File: config.mk
export PLATFORM = sky130hd
export DESIGN_NAME = ring_buffer_chunk_manager_flat
export DESIGN_NICKNAME = d
export VERILOG_FILES = /design/src/rbcm_pkg.sv /design/src/rbcm_if.sv /design/src/ring_buffer_chunk_manager.sv /design/src/flat_wrapper.sv
export SDC_FILE = /design/constraint.sdc
export NUM_CORES = 1
export LEC_CHECK = 0
export BUFFER_PORTS_ARGS = -buffer_cell sky130_fd_sc_hd__buf_2
export CORE_AREA = 2 2 294 296
export DETAILED_ROUTE_END_ITERATION = 8
export DIE_AREA = 0 0 296 298
export GPL_TIMING_DRIVEN = 1
export SLEW_MARGIN = 20
export SYNTH_ARGS = -nofsm -noshare
export SYNTH_HDL_FRONTEND = slang
export SYNTH_SLANG_ARGS = --single-unit
File: constraint.sdc
create_clock -name clk -period 12.5 [get_ports clk]
set_clock_uncertainty 0.05 [all_clocks]
set_input_delay 2.5 -clock clk [delete_from_list [all_inputs] [get_ports clk]]
set_output_delay 2.5 -clock clk [all_outputs]
set_load 0.05 [all_outputs]
File: src/rbcm_pkg.sv
// ----------------------------------------------------------------------------
// rbcm_pkg
// Shared widths, operation/status codes and helpers for the ring buffer
// chunk manager.
// ----------------------------------------------------------------------------
`default_nettype none

package rbcm_pkg;

    // Position and count widths
    localparam int SIZE_BITS = 16;
    localparam int POS_W     = SIZE_BITS;
    localparam int CNT_W     = SIZE_BITS + 1;

    // Word field widths
    localparam int OP_W     = 3;
    localparam int SIDE_W   = 2;
    localparam int LEN_W    = 17;
    localparam int OFF_W    = 17;
    localparam int STATUS_W = 2;
    localparam int REG_W    = 16;

    // Config port
    localparam int CFG_IDX_W = 2;
    localparam logic [CFG_IDX_W-1:0] REG_BUF_SIZE   = 2'd0;
    localparam logic [CFG_IDX_W-1:0] REG_EXTRA_SIZE = 2'd1;
    localparam logic [REG_W-1:0]     BUF_SIZE_RST   = 16'd4096;
    localparam logic [REG_W-1:0]     EXTRA_SIZE_RST = 16'd0;

    // Modulo unit: dividend width and step counter
    localparam int DIV_W     = SIZE_BITS + 2;
    localparam int DIV_STEPS = DIV_W;
    localparam int STEP_W    = $clog2(DIV_STEPS);

    localparam logic [CNT_W-1:0] CNT_MAX = {CNT_W{1'b1}};

    // Operation codes
    localparam logic [OP_W-1:0] OP_GET   = 3'd0;
    localparam logic [OP_W-1:0] OP_UNGET = 3'd1;
    localparam logic [OP_W-1:0] OP_PUT   = 3'd2;
    localparam logic [OP_W-1:0] OP_QUERY = 3'd3;
    localparam logic [OP_W-1:0] OP_RESET = 3'd4;

    // Side codes
    localparam logic [SIDE_W-1:0] SIDE_ROOM = 2'd0;
    localparam logic [SIDE_W-1:0] SIDE_DATA = 2'd1;

    // Status codes
    localparam logic [STATUS_W-1:0] ST_OK       = 2'd0;
    localparam logic [STATUS_W-1:0] ST_BAD_SIDE = 2'd1;
    localparam logic [STATUS_W-1:0] ST_MISMATCH = 2'd2;

    // Result word
    typedef struct packed {
        logic [STATUS_W-1:0] status;
        logic [LEN_W-1:0]    grant_len;
        logic [POS_W-1:0]    grant_offset;
        logic [CNT_W-1:0]    level;
        logic                exact_fit;
        logic [REG_W-1:0]    mirror_len;
        logic [LEN_W-1:0]    wrap_len;
        logic [OFF_W-1:0]    wrap_src;
    } result_t;

    // Saturating count add
    function automatic logic [CNT_W-1:0] sat_add(input logic [CNT_W-1:0] cnt,
                                                 input logic [LEN_W-1:0] len);
        logic [CNT_W:0] sum;
        sum = {1'b0, cnt} + (CNT_W+1)'(len);
        return sum[CNT_W] ? CNT_MAX : sum[CNT_W-1:0];
    endfunction

endpackage

`default_nettype wire

File: src/rbcm_if.sv
// ----------------------------------------------------------------------------
// rbcm channel interfaces
// Request, response and config channels, each valid/ready.
// ----------------------------------------------------------------------------
`default_nettype none

interface rbcm_req_if;
    logic                           valid;
    logic                           ready;
    logic [rbcm_pkg::OP_W-1:0]      op;
    logic [rbcm_pkg::SIDE_W-1:0]    side;
    logic [rbcm_pkg::LEN_W-1:0]     length;
    logic [rbcm_pkg::OFF_W-1:0]     chunk_offset;
    logic                           chunk_present;

    modport source (output valid, op, side, length, chunk_offset, chunk_present,
                    input ready);
    modport sink   (input valid, op, side, length, chunk_offset, chunk_present,
                    output ready);
endinterface

interface rbcm_rsp_if;
    logic                           valid;
    logic                           ready;
    logic [rbcm_pkg::STATUS_W-1:0]  status;
    logic [rbcm_pkg::LEN_W-1:0]     grant_len;
    logic [rbcm_pkg::POS_W-1:0]     grant_offset;
    logic [rbcm_pkg::CNT_W-1:0]     level;
    logic                           exact_fit;
    logic [rbcm_pkg::REG_W-1:0]     mirror_len;
    logic [rbcm_pkg::LEN_W-1:0]     wrap_len;
    logic [rbcm_pkg::OFF_W-1:0]     wrap_src;

    modport source (output valid, status, grant_len, grant_offset, level, exact_fit,
                    mirror_len, wrap_len, wrap_src, input ready);
    modport sink   (input valid, status, grant_len, grant_offset, level, exact_fit,
                    mirror_len, wrap_len, wrap_src, output ready);
endinterface

interface rbcm_cfg_if;
    logic                           valid;
    logic                           ready;
    logic [rbcm_pkg::CFG_IDX_W-1:0] index;
    logic [rbcm_pkg::REG_W-1:0]     data;

    modport source (output valid, index, data, input ready);
    modport sink   (input valid, index, data, output ready);
endinterface

`default_nettype wire

File: src/ring_buffer_chunk_manager.sv
// ----------------------------------------------------------------------------
// ring_buffer_chunk_manager
// Position and count bookkeeping for a two-sided ring buffer with an extra
// area past the buffer end.
// ----------------------------------------------------------------------------
// One request word is handled at a time; req.ready is high only while the
// sequencer is idle. Put, query, reset and rejected words go through the
// calc and done states to the output register; a get or an unget also runs
// a shared bit-serial modulo unit that reduces an 18-bit value by buf_size
// (once for a get, three times for an unget). The response sits in an
// output register, so the next request is taken while the previous response
// waits. Config writes are always accepted and must only be issued while no
// request is in flight.
`default_nettype none

module ring_buffer_chunk_manager
(
    input  wire logic   clk,
    input  wire logic   rst_n,
    rbcm_req_if.sink    req,
    rbcm_rsp_if.source  rsp,
    rbcm_cfg_if.sink    cfg
);
    import rbcm_pkg::*;

    // Sequencer states
    localparam logic [2:0] S_IDLE = 3'd0;
    localparam logic [2:0] S_CALC = 3'd1;
    localparam logic [2:0] S_MOD  = 3'd2;
    localparam logic [2:0] S_NEXT = 3'd3;
    localparam logic [2:0] S_DONE = 3'd4;

    // Modulo pass in flight
    localparam logic [1:0] P_GET  = 2'd0;
    localparam logic [1:0] P_LM   = 2'd1;
    localparam logic [1:0] P_BACK = 2'd2;
    localparam logic [1:0] P_OFF  = 2'd3;

    // Control registers
    logic [2:0]        state_reg, state_next;
    logic [1:0]        pass_reg, pass_next;
    logic [STEP_W-1:0] step_reg, step_next;
    logic              out_valid_reg, out_valid_next;
    logic [REG_W-1:0]  buf_size_reg, buf_size_next;
    logic [REG_W-1:0]  extra_size_reg, extra_size_next;
    logic [POS_W-1:0]  write_pos_reg, write_pos_next;
    logic [POS_W-1:0]  read_pos_reg, read_pos_next;
    logic [CNT_W-1:0]  free_room_reg, free_room_next;
    logic [CNT_W-1:0]  data_count_reg, data_count_next;

    // Datapath registers
    logic [OP_W-1:0]   op_reg, op_next;
    logic [SIDE_W-1:0] side_reg, side_next;
    logic [LEN_W-1:0]  len_reg, len_next;
    logic [OFF_W-1:0]  off_reg, off_next;
    logic              present_reg, present_next;
    logic [DIV_W-1:0]  div_reg, div_next;
    logic [POS_W-1:0]  rem_reg, rem_next;
    logic [POS_W-1:0]  back_reg, back_next;
    result_t           res_reg, res_next;
    result_t           out_reg, out_next;

    // Combinational helpers
    logic [POS_W-1:0]  sel_pos;
    logic [CNT_W-1:0]  sel_cnt;
    logic [CNT_W-1:0]  span_tot;
    logic [CNT_W-1:0]  span;
    logic [CNT_W-1:0]  grant_a;
    logic [CNT_W-1:0]  grant;
    logic [POS_W:0]    rem_trial;
    logic [POS_W-1:0]  rem_eff;
    logic [DIV_W-1:0]  put_end;
    logic [DIV_W-1:0]  wrap_w;
    logic [REG_W-1:0]  mirror_m;
    logic              chunk_live;
    logic              side_bad;
    logic              load_out;

    // Handshakes
    assign req.ready = (state_reg == S_IDLE);
    assign cfg.ready = 1'b1;
    assign rsp.valid = out_valid_reg;
    assign rsp.status       = out_reg.status;
    assign rsp.grant_len    = out_reg.grant_len;
    assign rsp.grant_offset = out_reg.grant_offset;
    assign rsp.level        = out_reg.level;
    assign rsp.exact_fit    = out_reg.exact_fit;
    assign rsp.mirror_len   = out_reg.mirror_len;
    assign rsp.wrap_len     = out_reg.wrap_len;
    assign rsp.wrap_src     = out_reg.wrap_src;

    // Selected side
    assign sel_pos    = side_reg[0] ? read_pos_reg : write_pos_reg;
    assign sel_cnt    = side_reg[0] ? data_count_reg : free_room_reg;
    assign side_bad   = (side_reg != SIDE_ROOM) && (side_reg != SIDE_DATA);
    assign chunk_live = (len_reg != '0) && present_reg;

    // Grantable length: min(count, span to end of extra area, request)
    assign span_tot = CNT_W'(buf_size_reg) + CNT_W'(extra_size_reg);
    assign span     = (span_tot > CNT_W'(sel_pos)) ? span_tot - CNT_W'(sel_pos) : '0;
    assign grant_a  = (sel_cnt < span) ? sel_cnt : span;
    assign grant    = (grant_a < CNT_W'(len_reg)) ? grant_a : CNT_W'(len_reg);

    // Data put mirror copies
    assign put_end  = DIV_W'(off_reg) + DIV_W'(len_reg);
    assign mirror_m = extra_size_reg - off_reg[REG_W-1:0];
    assign wrap_w   = (DIV_W'(len_reg) < put_end - DIV_W'(buf_size_reg))
                      ? DIV_W'(len_reg) : put_end - DIV_W'(buf_size_reg);

    // Shared modulo unit: one restoring step per cycle
    assign rem_trial = {rem_reg, div_reg[DIV_W-1]};
    assign rem_eff   = (buf_size_reg == '0) ? '0 : rem_reg;

    assign load_out = (state_reg == S_DONE) && (!out_valid_reg || rsp.ready);

    // Next-state logic
    always_comb
    begin
        state_next      = state_reg;
        pass_next       = pass_reg;
        step_next       = step_reg;
        out_valid_next  = out_valid_reg;
        buf_size_next   = buf_size_reg;
        extra_size_next = extra_size_reg;
        write_pos_next  = write_pos_reg;
        read_pos_next   = read_pos_reg;
        free_room_next  = free_room_reg;
        data_count_next = data_count_reg;
        op_next         = op_reg;
        side_next       = side_reg;
        len_next        = len_reg;
        off_next        = off_reg;
        present_next    = present_reg;
        div_next        = div_reg;
        rem_next        = rem_reg;
        back_next       = back_reg;
        res_next        = res_reg;
        out_next        = out_reg;

        // Config writes
        if (cfg.valid)
        begin
            if (cfg.index == REG_BUF_SIZE)
            begin
                buf_size_next = cfg.data;
            end
            else if (cfg.index == REG_EXTRA_SIZE)
            begin
                extra_size_next = cfg.data;
            end
        end

        // Response register
        if (rsp.valid && rsp.ready)
        begin
            out_valid_next = 1'b0;
        end
        if (load_out)
        begin
            out_next       = res_reg;
            out_valid_next = 1'b1;
        end

        case (state_reg)
            S_IDLE:
            begin
                if (req.valid)
                begin
                    op_next      = req.op;
                    side_next    = req.side;
                    len_next     = req.length;
                    off_next     = req.chunk_offset;
                    present_next = req.chunk_present;
                    res_next     = '0;
                    state_next   = S_CALC;
                end
            end

            S_CALC:
            begin
                state_next = S_DONE;
                rem_next   = '0;
                step_next  = '0;
                case (op_reg)
                    OP_GET:
                    begin
                        if (side_bad)
                        begin
                            res_next.status = ST_BAD_SIDE;
                        end
                        else
                        begin
                            res_next.grant_len    = grant;
                            res_next.grant_offset = sel_pos;
                            if (side_reg[0])
                            begin
                                data_count_next = data_count_reg - grant;
                            end
                            else
                            begin
                                free_room_next = free_room_reg - grant;
                            end
                            div_next   = DIV_W'(sel_pos) + DIV_W'(grant);
                            pass_next  = P_GET;
                            state_next = S_MOD;
                        end
                    end

                    OP_UNGET:
                    begin
                        if (chunk_live)
                        begin
                            if (side_bad)
                            begin
                                res_next.status = ST_BAD_SIDE;
                            end
                            else
                            begin
                                div_next   = DIV_W'(len_reg);
                                pass_next  = P_LM;
                                state_next = S_MOD;
                            end
                        end
                    end

                    OP_PUT:
                    begin
                        if (chunk_live)
                        begin
                            if (side_reg == SIDE_DATA)
                            begin
                                data_count_next = sat_add(data_count_reg, len_reg);
                                if (off_reg < OFF_W'(extra_size_reg))
                                begin
                                    res_next.mirror_len =
                                        (len_reg < LEN_W'(mirror_m))
                                        ? len_reg[REG_W-1:0] : mirror_m;
                                end
                                if (put_end > DIV_W'(buf_size_reg))
                                begin
                                    res_next.wrap_len = wrap_w[LEN_W-1:0];
                                    res_next.wrap_src = OFF_W'(put_end - wrap_w);
                                end
                            end
                            else if (side_reg == SIDE_ROOM)
                            begin
                                free_room_next = sat_add(free_room_reg, len_reg);
                            end
                            else
                            begin
                                res_next.status = ST_BAD_SIDE;
                            end
                        end
                    end

                    OP_QUERY:
                    begin
                        if (side_bad)
                        begin
                            res_next.status    = ST_BAD_SIDE;
                            res_next.exact_fit = (len_reg == '0);
                        end
                        else
                        begin
                            res_next.grant_len = grant;
                            res_next.level     = sel_cnt;
                            res_next.exact_fit = (grant == CNT_W'(len_reg));
                        end
                    end

                    OP_RESET:
                    begin
                        write_pos_next  = '0;
                        read_pos_next   = '0;
                        free_room_next  = CNT_W'(buf_size_reg);
                        data_count_next = '0;
                    end

                    default:
                    begin
                        // unknown op: no change
                    end
                endcase
            end

            S_MOD:
            begin
                if (rem_trial >= (POS_W+1)'(buf_size_reg))
                begin
                    rem_next = POS_W'(rem_trial - (POS_W+1)'(buf_size_reg));
                end
                else
                begin
                    rem_next = rem_trial[POS_W-1:0];
                end
                div_next  = div_reg << 1;
                step_next = step_reg + 1'b1;
                if (step_reg == STEP_W'(DIV_STEPS - 1))
                begin
                    state_next = S_NEXT;
                end
            end

            S_NEXT:
            begin
                rem_next   = '0;
                step_next  = '0;
                state_next = S_MOD;
                case (pass_reg)
                    P_GET:
                    begin
                        if (side_reg[0])
                        begin
                            read_pos_next = rem_eff;
                        end
                        else
                        begin
                            write_pos_next = rem_eff;
                        end
                        state_next = S_DONE;
                    end

                    // Rewind: pos + size - (len mod size)
                    P_LM:
                    begin
                        div_next  = DIV_W'(sel_pos) + DIV_W'(buf_size_reg)
                                    - DIV_W'(rem_eff);
                        pass_next = P_BACK;
                    end

                    P_BACK:
                    begin
                        back_next = rem_eff;
                        div_next  = DIV_W'(off_reg);
                        pass_next = P_OFF;
                    end

                    P_OFF:
                    begin
                        if (back_reg == rem_eff)
                        begin
                            if (side_reg[0])
                            begin
                                read_pos_next   = back_reg;
                                data_count_next = sat_add(data_count_reg, len_reg);
                            end
                            else
                            begin
                                write_pos_next = back_reg;
                                free_room_next = sat_add(free_room_reg, len_reg);
                            end
                        end
                        else
                        begin
                            res_next.status = ST_MISMATCH;
                        end
                        state_next = S_DONE;
                    end

                    default:
                    begin
                        state_next = S_DONE;
                    end
                endcase
            end

            S_DONE:
            begin
                if (load_out)
                begin
                    state_next = S_IDLE;
                end
            end

            default:
            begin
                state_next = S_IDLE;
            end
        endcase
    end

    // Control state
    always_ff @(posedge clk or negedge rst_n)
    begin
        if (!rst_n)
        begin
            state_reg      <= S_IDLE;
            pass_reg       <= P_GET;
            step_reg       <= '0;
            out_valid_reg  <= 1'b0;
            buf_size_reg   <= BUF_SIZE_RST;
            extra_size_reg <= EXTRA_SIZE_RST;
            write_pos_reg  <= '0;
            read_pos_reg   <= '0;
            free_room_reg  <= CNT_W'(BUF_SIZE_RST);
            data_count_reg <= '0;
        end
        else
        begin
            state_reg      <= state_next;
            pass_reg       <= pass_next;
            step_reg       <= step_next;
            out_valid_reg  <= out_valid_next;
            buf_size_reg   <= buf_size_next;
            extra_size_reg <= extra_size_next;
            write_pos_reg  <= write_pos_next;
            read_pos_reg   <= read_pos_next;
            free_room_reg  <= free_room_next;
            data_count_reg <= data_count_next;
        end
    end

    // Payload and datapath
    always_ff @(posedge clk)
    begin
        op_reg      <= op_next;
        side_reg    <= side_next;
        len_reg     <= len_next;
        off_reg     <= off_next;
        present_reg <= present_next;
        div_reg     <= div_next;
        rem_reg     <= rem_next;
        back_reg    <= back_next;
        res_reg     <= res_next;
        out_reg     <= out_next;
    end

`ifndef NO_ASSERTIONS
    // A request is taken only by an idle sequencer, which then goes busy
    a_busy_after_accept: assert property (@(posedge clk) disable iff (!rst_n)
        (req.valid && req.ready) |=> !req.ready)
        else $error("sequencer still ready after taking a request");

    // A finished modulo pass leaves a remainder below the modulus
    a_rem_in_range: assert property (@(posedge clk) disable iff (!rst_n)
        (state_reg == S_NEXT && buf_size_reg != '0) |-> (rem_reg < buf_size_reg))
        else $error("modulo remainder out of range");

    // A finished result waits while the response register is still occupied
    a_hold_result: assert property (@(posedge clk) disable iff (!rst_n)
        (state_reg == S_DONE && rsp.valid && !rsp.ready) |=> (state_reg == S_DONE))
        else $error("result overwrote a pending response word");
`endif

endmodule

`default_nettype wire
File: src/flat_wrapper.sv
// flat-port wrapper written by rule: the top's interface ports become plain ports
module ring_buffer_chunk_manager_flat import rbcm_pkg::*;
  (clk, rst_n, req_valid, req_op, req_side, req_length, req_chunk_offset, req_chunk_present, req_ready, rsp_valid, rsp_status, rsp_grant_len, rsp_grant_offset, rsp_level, rsp_exact_fit, rsp_mirror_len, rsp_wrap_len, rsp_wrap_src, rsp_ready, cfg_valid, cfg_index, cfg_data, cfg_ready);
  rbcm_req_if req_i ();
  rbcm_rsp_if rsp_i ();
  rbcm_cfg_if cfg_i ();
  input  wire logic clk;
  input  wire logic rst_n;
  input wire logic [$bits(req_i.valid)-1:0] req_valid;
  input wire logic [$bits(req_i.op)-1:0] req_op;
  input wire logic [$bits(req_i.side)-1:0] req_side;
  input wire logic [$bits(req_i.length)-1:0] req_length;
  input wire logic [$bits(req_i.chunk_offset)-1:0] req_chunk_offset;
  input wire logic [$bits(req_i.chunk_present)-1:0] req_chunk_present;
  output wire logic [$bits(req_i.ready)-1:0] req_ready;
  output wire logic [$bits(rsp_i.valid)-1:0] rsp_valid;
  output wire logic [$bits(rsp_i.status)-1:0] rsp_status;
  output wire logic [$bits(rsp_i.grant_len)-1:0] rsp_grant_len;
  output wire logic [$bits(rsp_i.grant_offset)-1:0] rsp_grant_offset;
  output wire logic [$bits(rsp_i.level)-1:0] rsp_level;
  output wire logic [$bits(rsp_i.exact_fit)-1:0] rsp_exact_fit;
  output wire logic [$bits(rsp_i.mirror_len)-1:0] rsp_mirror_len;
  output wire logic [$bits(rsp_i.wrap_len)-1:0] rsp_wrap_len;
  output wire logic [$bits(rsp_i.wrap_src)-1:0] rsp_wrap_src;
  input wire logic [$bits(rsp_i.ready)-1:0] rsp_ready;
  input wire logic [$bits(cfg_i.valid)-1:0] cfg_valid;
  input wire logic [$bits(cfg_i.index)-1:0] cfg_index;
  input wire logic [$bits(cfg_i.data)-1:0] cfg_data;
  output wire logic [$bits(cfg_i.ready)-1:0] cfg_ready;
  assign req_i.valid = req_valid;
  assign req_i.op = req_op;
  assign req_i.side = req_side;
  assign req_i.length = req_length;
  assign req_i.chunk_offset = req_chunk_offset;
  assign req_i.chunk_present = req_chunk_present;
  assign req_ready = req_i.ready;
  assign rsp_valid = rsp_i.valid;
  assign rsp_status = rsp_i.status;
  assign rsp_grant_len = rsp_i.grant_len;
  assign rsp_grant_offset = rsp_i.grant_offset;
  assign rsp_level = rsp_i.level;
  assign rsp_exact_fit = rsp_i.exact_fit;
  assign rsp_mirror_len = rsp_i.mirror_len;
  assign rsp_wrap_len = rsp_i.wrap_len;
  assign rsp_wrap_src = rsp_i.wrap_src;
  assign rsp_i.ready = rsp_ready;
  assign cfg_i.valid = cfg_valid;
  assign cfg_i.index = cfg_index;
  assign cfg_i.data = cfg_data;
  assign cfg_ready = cfg_i.ready;
  ring_buffer_chunk_manager u_core (.clk(clk), .rst_n(rst_n), .req(req_i), .rsp(rsp_i), .cfg(cfg_i));
endmodule
==> results of run 1 <==
## stage by stage
step | instances | instance area (um2)
finish | 4426 | 33800
global route | 4425 | 33800
CTS | 4424 | 33700
detailed placement | 4339 | 32100
global placement | 4339 | 32100
floorplan | 3041 | 29600
## layout make-up
cell class                      count  area [um2]  share of cell area, %
Clock inverter                     31         289                  0.855
Multi-Input combinational cell   2269       16700                   49.5
Inverter                          274        1030                   3.04
Tap cell                         1144        1430                   4.23
Antenna cell                        1        2.50                0.00740
Sequential cell                   405       11600                   34.4
Clock buffer                       54        1240                   3.68
Timing Repair Buffer              248        1470                   4.36
## worst reg2reg max path: cells and delay by family (launching register included)
family | cells | cell delay, ns
mux | 2 | 0.62
buf+inv | 4 | 0.91
flops | 1 | 0.49
fa+ha+maj | 5 | 1.53
simple gates | 9 | 2.58
xor+xnor | 1 | 0.12
compound gates | 29 | 5.38
## synth_stat cells, drive strengths merged (20+ instances only)
cell,count
nor3,46
and2,31
clkbuf,74
o22ai,23
ha,295
o211ai,21
a21oi,201
nand2,205
nand4,29
a211oi,27
xnor2,127
o21ai,217
o21a,34
nor2b,36
a21boi,42
a31oi,20
o21bai,32
dfrtp,107
xor2,45
inv,274
mux2,75
a2111oi,20
nand3,38
nand2b,34
edfxtp,296
nor2,269
mux2i,77
a21o,56
## repair_timing
action / 4_1_cts / 5_1_grt
setup endpoints to repair: 0 / 29
hold endpoints to repair: 0 / 0
setup buffers: 0 / 0
resized for setup: 0 / 23
## logic make-up (layout without fill, tap and decap cells)
family,after synthesis,after routing
buffers and inverters,367,607
adder cells (fa/ha/maj),317,317
other,1,2
flip-flops,405,405
multiplexers,153,153
AND/OR/NAND/NOR,778,778
AO/OA/AOI/OAI,848,848
XOR/XNOR,172,172
## cells in the final DEF (no fill, tap or decap), types with 54 or more instances in the layout
cell type / instances
edfxtp_1: 296
ha_1: 295
inv_1: 271
nor2_1: 268
o21ai_0: 211
nand2_1: 204
a21oi_1: 193
buf_2: 166
xnor2_1: 127
dfrtp_1: 107
buf_4: 79
mux2_2: 73
mux2i_1: 71
a21o_1: 54
## per-layer routing
metal / share of wire [%] / global-route usage, %
met3: 7.6 / 4.09
met1: 43 / 31.6
met2: 43 / 35.9
met4: 6.0 / 12.2
met5: 0 / 0
## how the worst max path moves through the flow
stage                                     end  slack [ns]  cells past startpoint
floorplan                  u_core.div_reg[14]        1.07                     55
global placement    u_core.data_count_reg[16]        0.61                     51
detailed placement         u_core.div_reg[14]        0.46                     51
CTS                        u_core.div_reg[14]        0.41                     50
global route               u_core.div_reg[14]       0.009                     52
finish              u_core.data_count_reg[16]        0.72                     50
==> results.sh, run 1 <==
export IMPL_wl_per_cell_um=23.9
export IMPL_drtPass1Iterations=7
export IMPL_synthXorXnorAreaFrac_pct=5.09
export IMPL_reg2reg_from="u_core.buf_size_reg[0]"
export IMPL_track_usage_pct=23.5
export IMPL_synthCells=3041
export IMPL_muxShareOfSynthArea_pct=5.64
export IMPL_synth_area_top_cells="edfxtp_1, ha_1, dfrtp_1, xnor2_1, o21ai_0"
export IMPL_io_pins=169
export IMPL_vias=24700
export IMPL_synth_ff_latch_count=405
export IMPL_largest_reg_flops=103
export IMPL_synthAdderAreaFrac_pct=13.6
export IMPL_rr_worst_depth=50
export IMPL_final_max_slew_violation_count=0
export IMPL_netlist_area_mm2=0.0296
export IMPL_worst_slew_pin_slew_ns=1.10
export IMPL_whs_ns=0.365
export IMPL_finalHoldViolCount=0
export IMPL_port_buffer_count=167
export IMPL_die_h_um=298
export IMPL_cp_max_fo=18
export IMPL_hold_path_class="reg -> reg"
export IMPL_synth_edf_count=296
export IMPL_synth_top_family_by_area="compound AO/OA/AOI/OAI gates"
export IMPL_place_congestion=0.997
export IMPL_cts_buffers=47
export IMPL_synth_top_cell_by_area="edfxtp_1"
export IMPL_synth_compound_area_share_pct=19.2
export IMPL_cts_hold_buf=0
export IMPL_grt_pass1_wl_um=153000
export IMPL_final_antenna_net_count=0
export IMPL_nets=3615
export IMPL_min_path_cells=0
export IMPL_cp_common_cell="a21oi_1"
export IMPL_cts_tree="built"
export IMPL_drc=0
export IMPL_timing_setup_tns_ns=0
export IMPL_dp_hpwl_um=81500
export IMPL_dpl_worst_slack_ns=0.465
export IMPL_synth_top_area_share_pct=30.0
export IMPL_worstSkewPairLatency_ns=0.60
export IMPL_post_route_min_period_ns=11.78
export IMPL_wl_um=106000
export IMPL_utilization_pct=39.8
export IMPL_cts_root_buf="clkbuf_16"
export IMPL_drv_cap=0
export IMPL_nFillCells=8431
export IMPL_critPathCaptureType="flop"
export IMPL_overflow=0
export IMPL_synthSimpleGateAreaFrac_pct=12.4
export IMPL_setup_viol=0
export IMPL_cp_slowest_cell="or3b_2"
export IMPL_synth_seq_area_share_pct=39.3
export IMPL_synth_flop_cell="edfxtp_1"
export IMPL_critPathLaunch="u_core.buf_size_reg[0]"
export IMPL_area_growth_pct=14.3
export IMPL_rows=107
export IMPL_crit_required_ns=12.97
export IMPL_drtIter0Drc=2139
export IMPL_slowest_delay_ns=0.52
export IMPL_crit_arrival_ns=12.25
export IMPL_htree_levels=2
export IMPL_clockBufferDepth=3
export IMPL_status="finished clean"
export IMPL_rrSetupSlack_ns=0.72
export IMPL_initial_utilization_pct=34.9
export IMPL_period_share_pct=94.2
export IMPL_drive_above_1_share_pct=14.5
export IMPL_synth_async_reset_ratio_pct=26.9
export IMPL_grt_start_max_net_pins=68
export IMPL_antenna_found_initial=1
export IMPL_coreArea_mm2=0.0849
export IMPL_worstHoldStart="u_core.res_reg[15]"
export IMPL_avgSynthCellArea_um2=9.73
export IMPL_hold_end="u_core.rsp.wrap_src[15]"
export IMPL_rsz0062_at_grt="no"
export IMPL_synthesis_nets=3411
export IMPL_critPathLaunchType="flop"
export IMPL_max_clock_freq_ghz=0.0849
export IMPL_critical_path_top_delay_family="compound AO/OA/AOI/OAI gates"
export IMPL_clock_sinks=405
export IMPL_rr_endpoint="u_core.data_count_reg[16]"
export IMPL_slew_headroom_pct=26.9
export IMPL_cts_clk_slew_worst_paths_ns=0.06
export IMPL_crit_buf_inv=4
export IMPL_die_x_um=296
export IMPL_vias_per_cell=5.57
export IMPL_ys_warn_count=0
export IMPL_grt_pass1_vias=23300
export IMPL_die_area_mm2=0.0882
export IMPL_synth_cell_types=117
export IMPL_finalWorstSetupSlack_ns=0.719
export IMPL_worstSetupPathType="reg -> reg"
Power of run 1 is not shown: default switching activity piles up to over one toggle a cycle in this logic, so the estimate is an artifact.
==> run 2, diff against run 1 <==
--- a/config.mk
+++ b/config.mk
@@ -6,10 +6,13 @@
 export NUM_CORES = 1
 export LEC_CHECK = 0
 export BUFFER_PORTS_ARGS = -buffer_cell sky130_fd_sc_hd__buf_2
+export CELL_PAD_IN_SITES_DETAIL_PLACEMENT = 0
+export CELL_PAD_IN_SITES_GLOBAL_PLACEMENT = 1
 export CORE_AREA = 2 2 294 296
 export DETAILED_ROUTE_END_ITERATION = 8
 export DIE_AREA = 0 0 296 298
 export GPL_TIMING_DRIVEN = 1
+export PLACE_DENSITY = 0.58
 export SLEW_MARGIN = 20
 export SYNTH_ARGS = -nofsm -noshare
 export SYNTH_HDL_FRONTEND = slang
==> results.sh, run 2 (synthesis gave the netlist of run 1 again) <==
export IMPL_status="finished clean"
export IMPL_cp_slowest_cell="dfrtp_1"
export IMPL_crit_arrival_ns=12.06
export IMPL_drive_above_1_share_pct=15.1
export IMPL_grt_start_max_net_pins=74
export IMPL_hold_end="u_core.rsp.wrap_src[16]"
export IMPL_hold_path_class="reg -> reg"
export IMPL_area_growth_pct=14.9
export IMPL_drtPass1Iterations=7
export IMPL_nFillCells=8518
export IMPL_final_common_cell="edfxtp_1"
export IMPL_slew_headroom_pct=22.2
export IMPL_wl_um=118000
export IMPL_setup_viol=0
export IMPL_dp_hpwl_um=92900
export IMPL_grt_pass1_wl_um=168000
export IMPL_die_h_um=298
export IMPL_rrSetupSlack_ns=0.83
export IMPL_worst_slew_pin_slew_ns=1.13
export IMPL_rr_worst_depth=55
export IMPL_clockBufferDepth=3
export IMPL_cts_buffers=47
export IMPL_cts_clk_slew_worst_paths_ns=0.06
export IMPL_rows=107
export IMPL_cts_root_buf="clkbuf_16"
export IMPL_overflow=0
export IMPL_worstHoldStart="u_core.res_reg[16]"
export IMPL_initial_utilization_pct=34.9
export IMPL_cp_common_cell="a21oi_1"
export IMPL_regArea_mm2=0.0116
export IMPL_cts_hold_buf=0
export IMPL_final_antenna_net_count=0
export IMPL_reg2reg_from="u_core.buf_size_reg[1]"
export IMPL_multiInputGateArea_mm2=0.0167
export IMPL_period_share_pct=93.3
export IMPL_whs_ns=0.367
export IMPL_htree_levels=2
export IMPL_cts_tree="built"
export IMPL_critPathLaunchType="flop"
export IMPL_drc=0
export IMPL_die_x_um=296
export IMPL_grt_pass1_vias=24000
export IMPL_worstSetupPathType="reg -> reg"
export IMPL_io_pins=169
export IMPL_die_area_mm2=0.0882
export IMPL_cp_max_fo=21
export IMPL_rsz0062_at_grt="no"
export IMPL_final_max_slew_violation_count=0
export IMPL_drtIter0Drc=2109
export IMPL_wl_per_cell_um=26.4
export IMPL_clock_sinks=405
export IMPL_coreArea_mm2=0.0849
export IMPL_timing_setup_tns_ns=0
export IMPL_slowest_delay_ns=0.46
export IMPL_finalHoldViolCount=0
export IMPL_post_route_min_period_ns=11.67
export IMPL_critPathCaptureType="flop"
export IMPL_utilization_pct=40.0
export IMPL_crit_required_ns=12.90
export IMPL_track_usage_pct=26.4
export IMPL_port_buffer_count=167
export IMPL_final_cell_mix="edfxtp_1, ha_1, inv_1, nor2_1, o21ai_0"
export IMPL_worstSkewPairLatency_ns=0.61
export IMPL_nets=3633
export IMPL_vias_per_cell=5.51
export IMPL_antenna_found_initial=4
export IMPL_vias=24500
export IMPL_rr_endpoint="u_core.div_reg[14]"
export IMPL_drv_cap=0
export IMPL_place_congestion=0.943
export IMPL_largest_reg_flops=103
export IMPL_min_path_cells=0
export IMPL_max_clock_freq_ghz=0.0857
[run 2: worst max-delay path by stage]
stage,startpoint,endpoint,depth (start not counted)
final,u_core.buf_size_reg[1],u_core.div_reg[14],55
after global placement,u_core.buf_size_reg[1],u_core.div_reg[14],54
after global routing,u_core.extra_size_reg[1],u_core.div_reg[14],55
after floorplan,u_core.buf_size_reg[1],u_core.div_reg[14],55
after CTS,u_core.extra_size_reg[1],u_core.div_reg[14],54
after detailed placement,u_core.extra_size_reg[1],u_core.div_reg[14],54
[run 2: timing repair]
action	4_1_cts	5_1_grt
setup endpoints to repair	0	14
resized for setup	0	10
setup buffers	0	1
[run 2: per-layer routing]
metal	track usage [%]	vias to the layer above	share of wire [%]
met3	3.29	189	4.9
met4	9.27	4	3.9
met5	0	-	0.022
met1	37.1	12000	47
met2	41.5	714	44
li1	-	11600	-
[run 2: per-stage QoR]
| stage | setup WS [ns] | instances | area [um2] |
|---|---|---|---|
| floorplan | 1.07 | 3041 | 29600 |
| global placement | 1.10 | 4356 | 32300 |
| detailed placement | 0.744 | 4356 | 32300 |
| CTS | 0.721 | 4444 | 33900 |
| global route | 0.0588 | 4446 | 34000 |
| finish | 0.834 | 4447 | 34000 |
[run 2: critical path: cells and delay by family (launching register included)]
family	cells	cell delay, ns
AOI/OAI and AO/OA	31	6.21
buffers and inverters	4	0.43
DFF	1	0.46
xor gates and xnor gates	1	0.16
adders and majority gates	7	2.10
muxes	1	0.32
and+or+nand+nor	11	1.77
[run 2: area by class of cell]
class                           count  share of cell area [%]
Antenna cell                        1                 0.00736
Multi-Input combinational cell   2269                    49.1
Inverter                          274                    3.03
Clock buffer                       57                    3.69
Clock inverter                     31                    1.06
Sequential cell                   405                    34.2
Tap cell                         1144                    4.21
Timing Repair Buffer              266                    4.72
Power of run 2 is left out for the same reason.
==> run 3, diff against run 2 <==
==> constraint.sdc (replaced) <==
create_clock -name clk -period 11.1 [get_ports clk]
set_clock_uncertainty 0.05 [all_clocks]
set_input_delay 2.22 -clock clk [delete_from_list [all_inputs] [get_ports clk]]
set_output_delay 2.22 -clock clk [all_outputs]
set_load 0.05 [all_outputs]
==> results.sh, run 3 (synthesis gave the netlist of run 1 again) <==
export IMPL_cts_clk_slew_worst_paths_ns=0.06
export IMPL_place_congestion=0.960
export IMPL_crit_required_ns=11.40
export IMPL_cp_max_fo=7
export IMPL_cts_tree="built"
export IMPL_crit_buf_inv=8
export IMPL_dp_cells=4411
export IMPL_stdcell_count=4521
export IMPL_final_cell_mix="edfxtp_1, ha_1, inv_1, nor2_1, o21ai_0"
export IMPL_nets=3707
export IMPL_nFillCells=8470
export IMPL_grt_start_max_net_pins=72
export IMPL_status="finished clean"
export IMPL_drv_cap=0
export IMPL_dp_hpwl_um=91700
export IMPL_die_area_mm2=0.0882
export IMPL_cp_slowest_cell="fa_1"
export IMPL_critPathLaunchType="flop"
export IMPL_grt_pass1_wl_um=169000
export IMPL_track_usage_pct=26.4
export IMPL_clock_sinks=405
export IMPL_port_buffer_count=167
export IMPL_grt_pass1_vias=24200
export IMPL_post_route_min_period_ns=10.54
export IMPL_hold_path_class="reg -> reg"
export IMPL_clockBufferDepth=3
export IMPL_die_x_um=296
export IMPL_wl_per_cell_um=26.0
export IMPL_max_clock_freq_ghz=0.0948
export IMPL_finalHoldViolCount=0
export IMPL_antenna_found_initial=6
export IMPL_crit_arrival_ns=10.84
export IMPL_period_share_pct=95.0
export IMPL_critPathCaptureType="flop"
export IMPL_drc=0
export IMPL_slowest_delay_ns=0.44
export IMPL_coreArea_mm2=0.0849
export IMPL_critical_path_top_delay_family="compound AO/OA/AOI/OAI gates"
export IMPL_cts_buffers=49
export IMPL_slew_headroom_pct=24.5
export IMPL_setup_viol=0
export IMPL_overflow=0
export IMPL_final_common_cell="edfxtp_1"
export IMPL_initial_utilization_pct=34.9
export IMPL_die_h_um=298
export IMPL_vias=24900
export IMPL_worstSkewPairLatency_ns=0.63
export IMPL_cts_hold_buf=0
export IMPL_final_max_slew_violation_count=0
export IMPL_final_antenna_net_count=0
export IMPL_vias_per_cell=5.52
export IMPL_worstSetupPathType="reg -> reg"
export IMPL_drive_above_1_share_pct=18.0
export IMPL_rows=107
export IMPL_worst_slew_pin_slew_ns=1.13
export IMPL_largest_reg_flops=103
export IMPL_htree_levels=2
export IMPL_area_growth_pct=17.1
export IMPL_drtIter0Drc=1978
export IMPL_cts_root_buf="clkbuf_16"
export IMPL_wl_um=118000
export IMPL_drtPass1Iterations=5
export IMPL_io_pins=169
==> run 3: area by class of cell <==
| type | instances | area, um2 | area share, % |
|---|---|---|---|
| multi-input cells | 2269 | 16900 | 48.7 |
| flip-flops and latches | 405 | 11600 | 33.5 |
| repair buffers | 338 | 2180 | 6.29 |
| well taps | 1144 | 1430 | 4.13 |
| clock buffers | 57 | 1270 | 3.65 |
| inverters | 274 | 1030 | 2.97 |
| clock inverters | 33 | 243 | 0.700 |
| diodes | 1 | 2.50 | 0.00722 |
==> run 3: path summary, 6_finish.rpt <==
path / startpoint / to / slack (ns) / cells after the start
setup / recovery: u_core.buf_size_reg[1] / u_core.div_reg[16] / 0.56 / 50
hold / removal: u_core.res_reg[75] / u_core.rsp.grant_offset[7] / 0.36 / 0
setup reg to reg: u_core.buf_size_reg[1] / u_core.div_reg[16] / 0.56 / 50
hold reg to reg: u_core.res_reg[75] / u_core.rsp.grant_offset[7] / 0.36 / 0
max in group asynchronous: rst_n / u_core.extra_size_reg[2] / 7.98 / 2
min in group asynchronous: rst_n / u_core.write_pos_reg[3] / 1.59 / 1
==> run 3: per-stage QoR <==
stage	hold WS (ns)	TNS [ns]	util, %	setup WS (ns)	cell area, um2
after floorplan	0.350	0	-	0.00778	29600
after CTS	0.361	0	40.3	0.00423	34200
after global placement	0.355	0	38.6	0.0515	32700
final	0.362	0	40.8	0.555	34700
after global routing	0.368	-0.125	40.8	-0.0384	34700
after detailed placement	0.355	-0.0181	38.6	-0.0181	32700
==> run 3: routing by layer <==
metal,vias to the layer above,global-route usage (%),part of all wire [%]
met5,-,0,0.020
met4,4,10.7,4.7
met3,182,3.52,5.5
met2,818,41.0,44
met1,12200,36.9,46
li1,11700,-,-
==> run 3: what timing repair did <==
item	in CTS	in global routing
pin swaps	1	32
endpoints found under the setup margin	4	42
setup buffers	0	18
gates resized for setup	3	56
Power of run 3 is left out for the same reason.
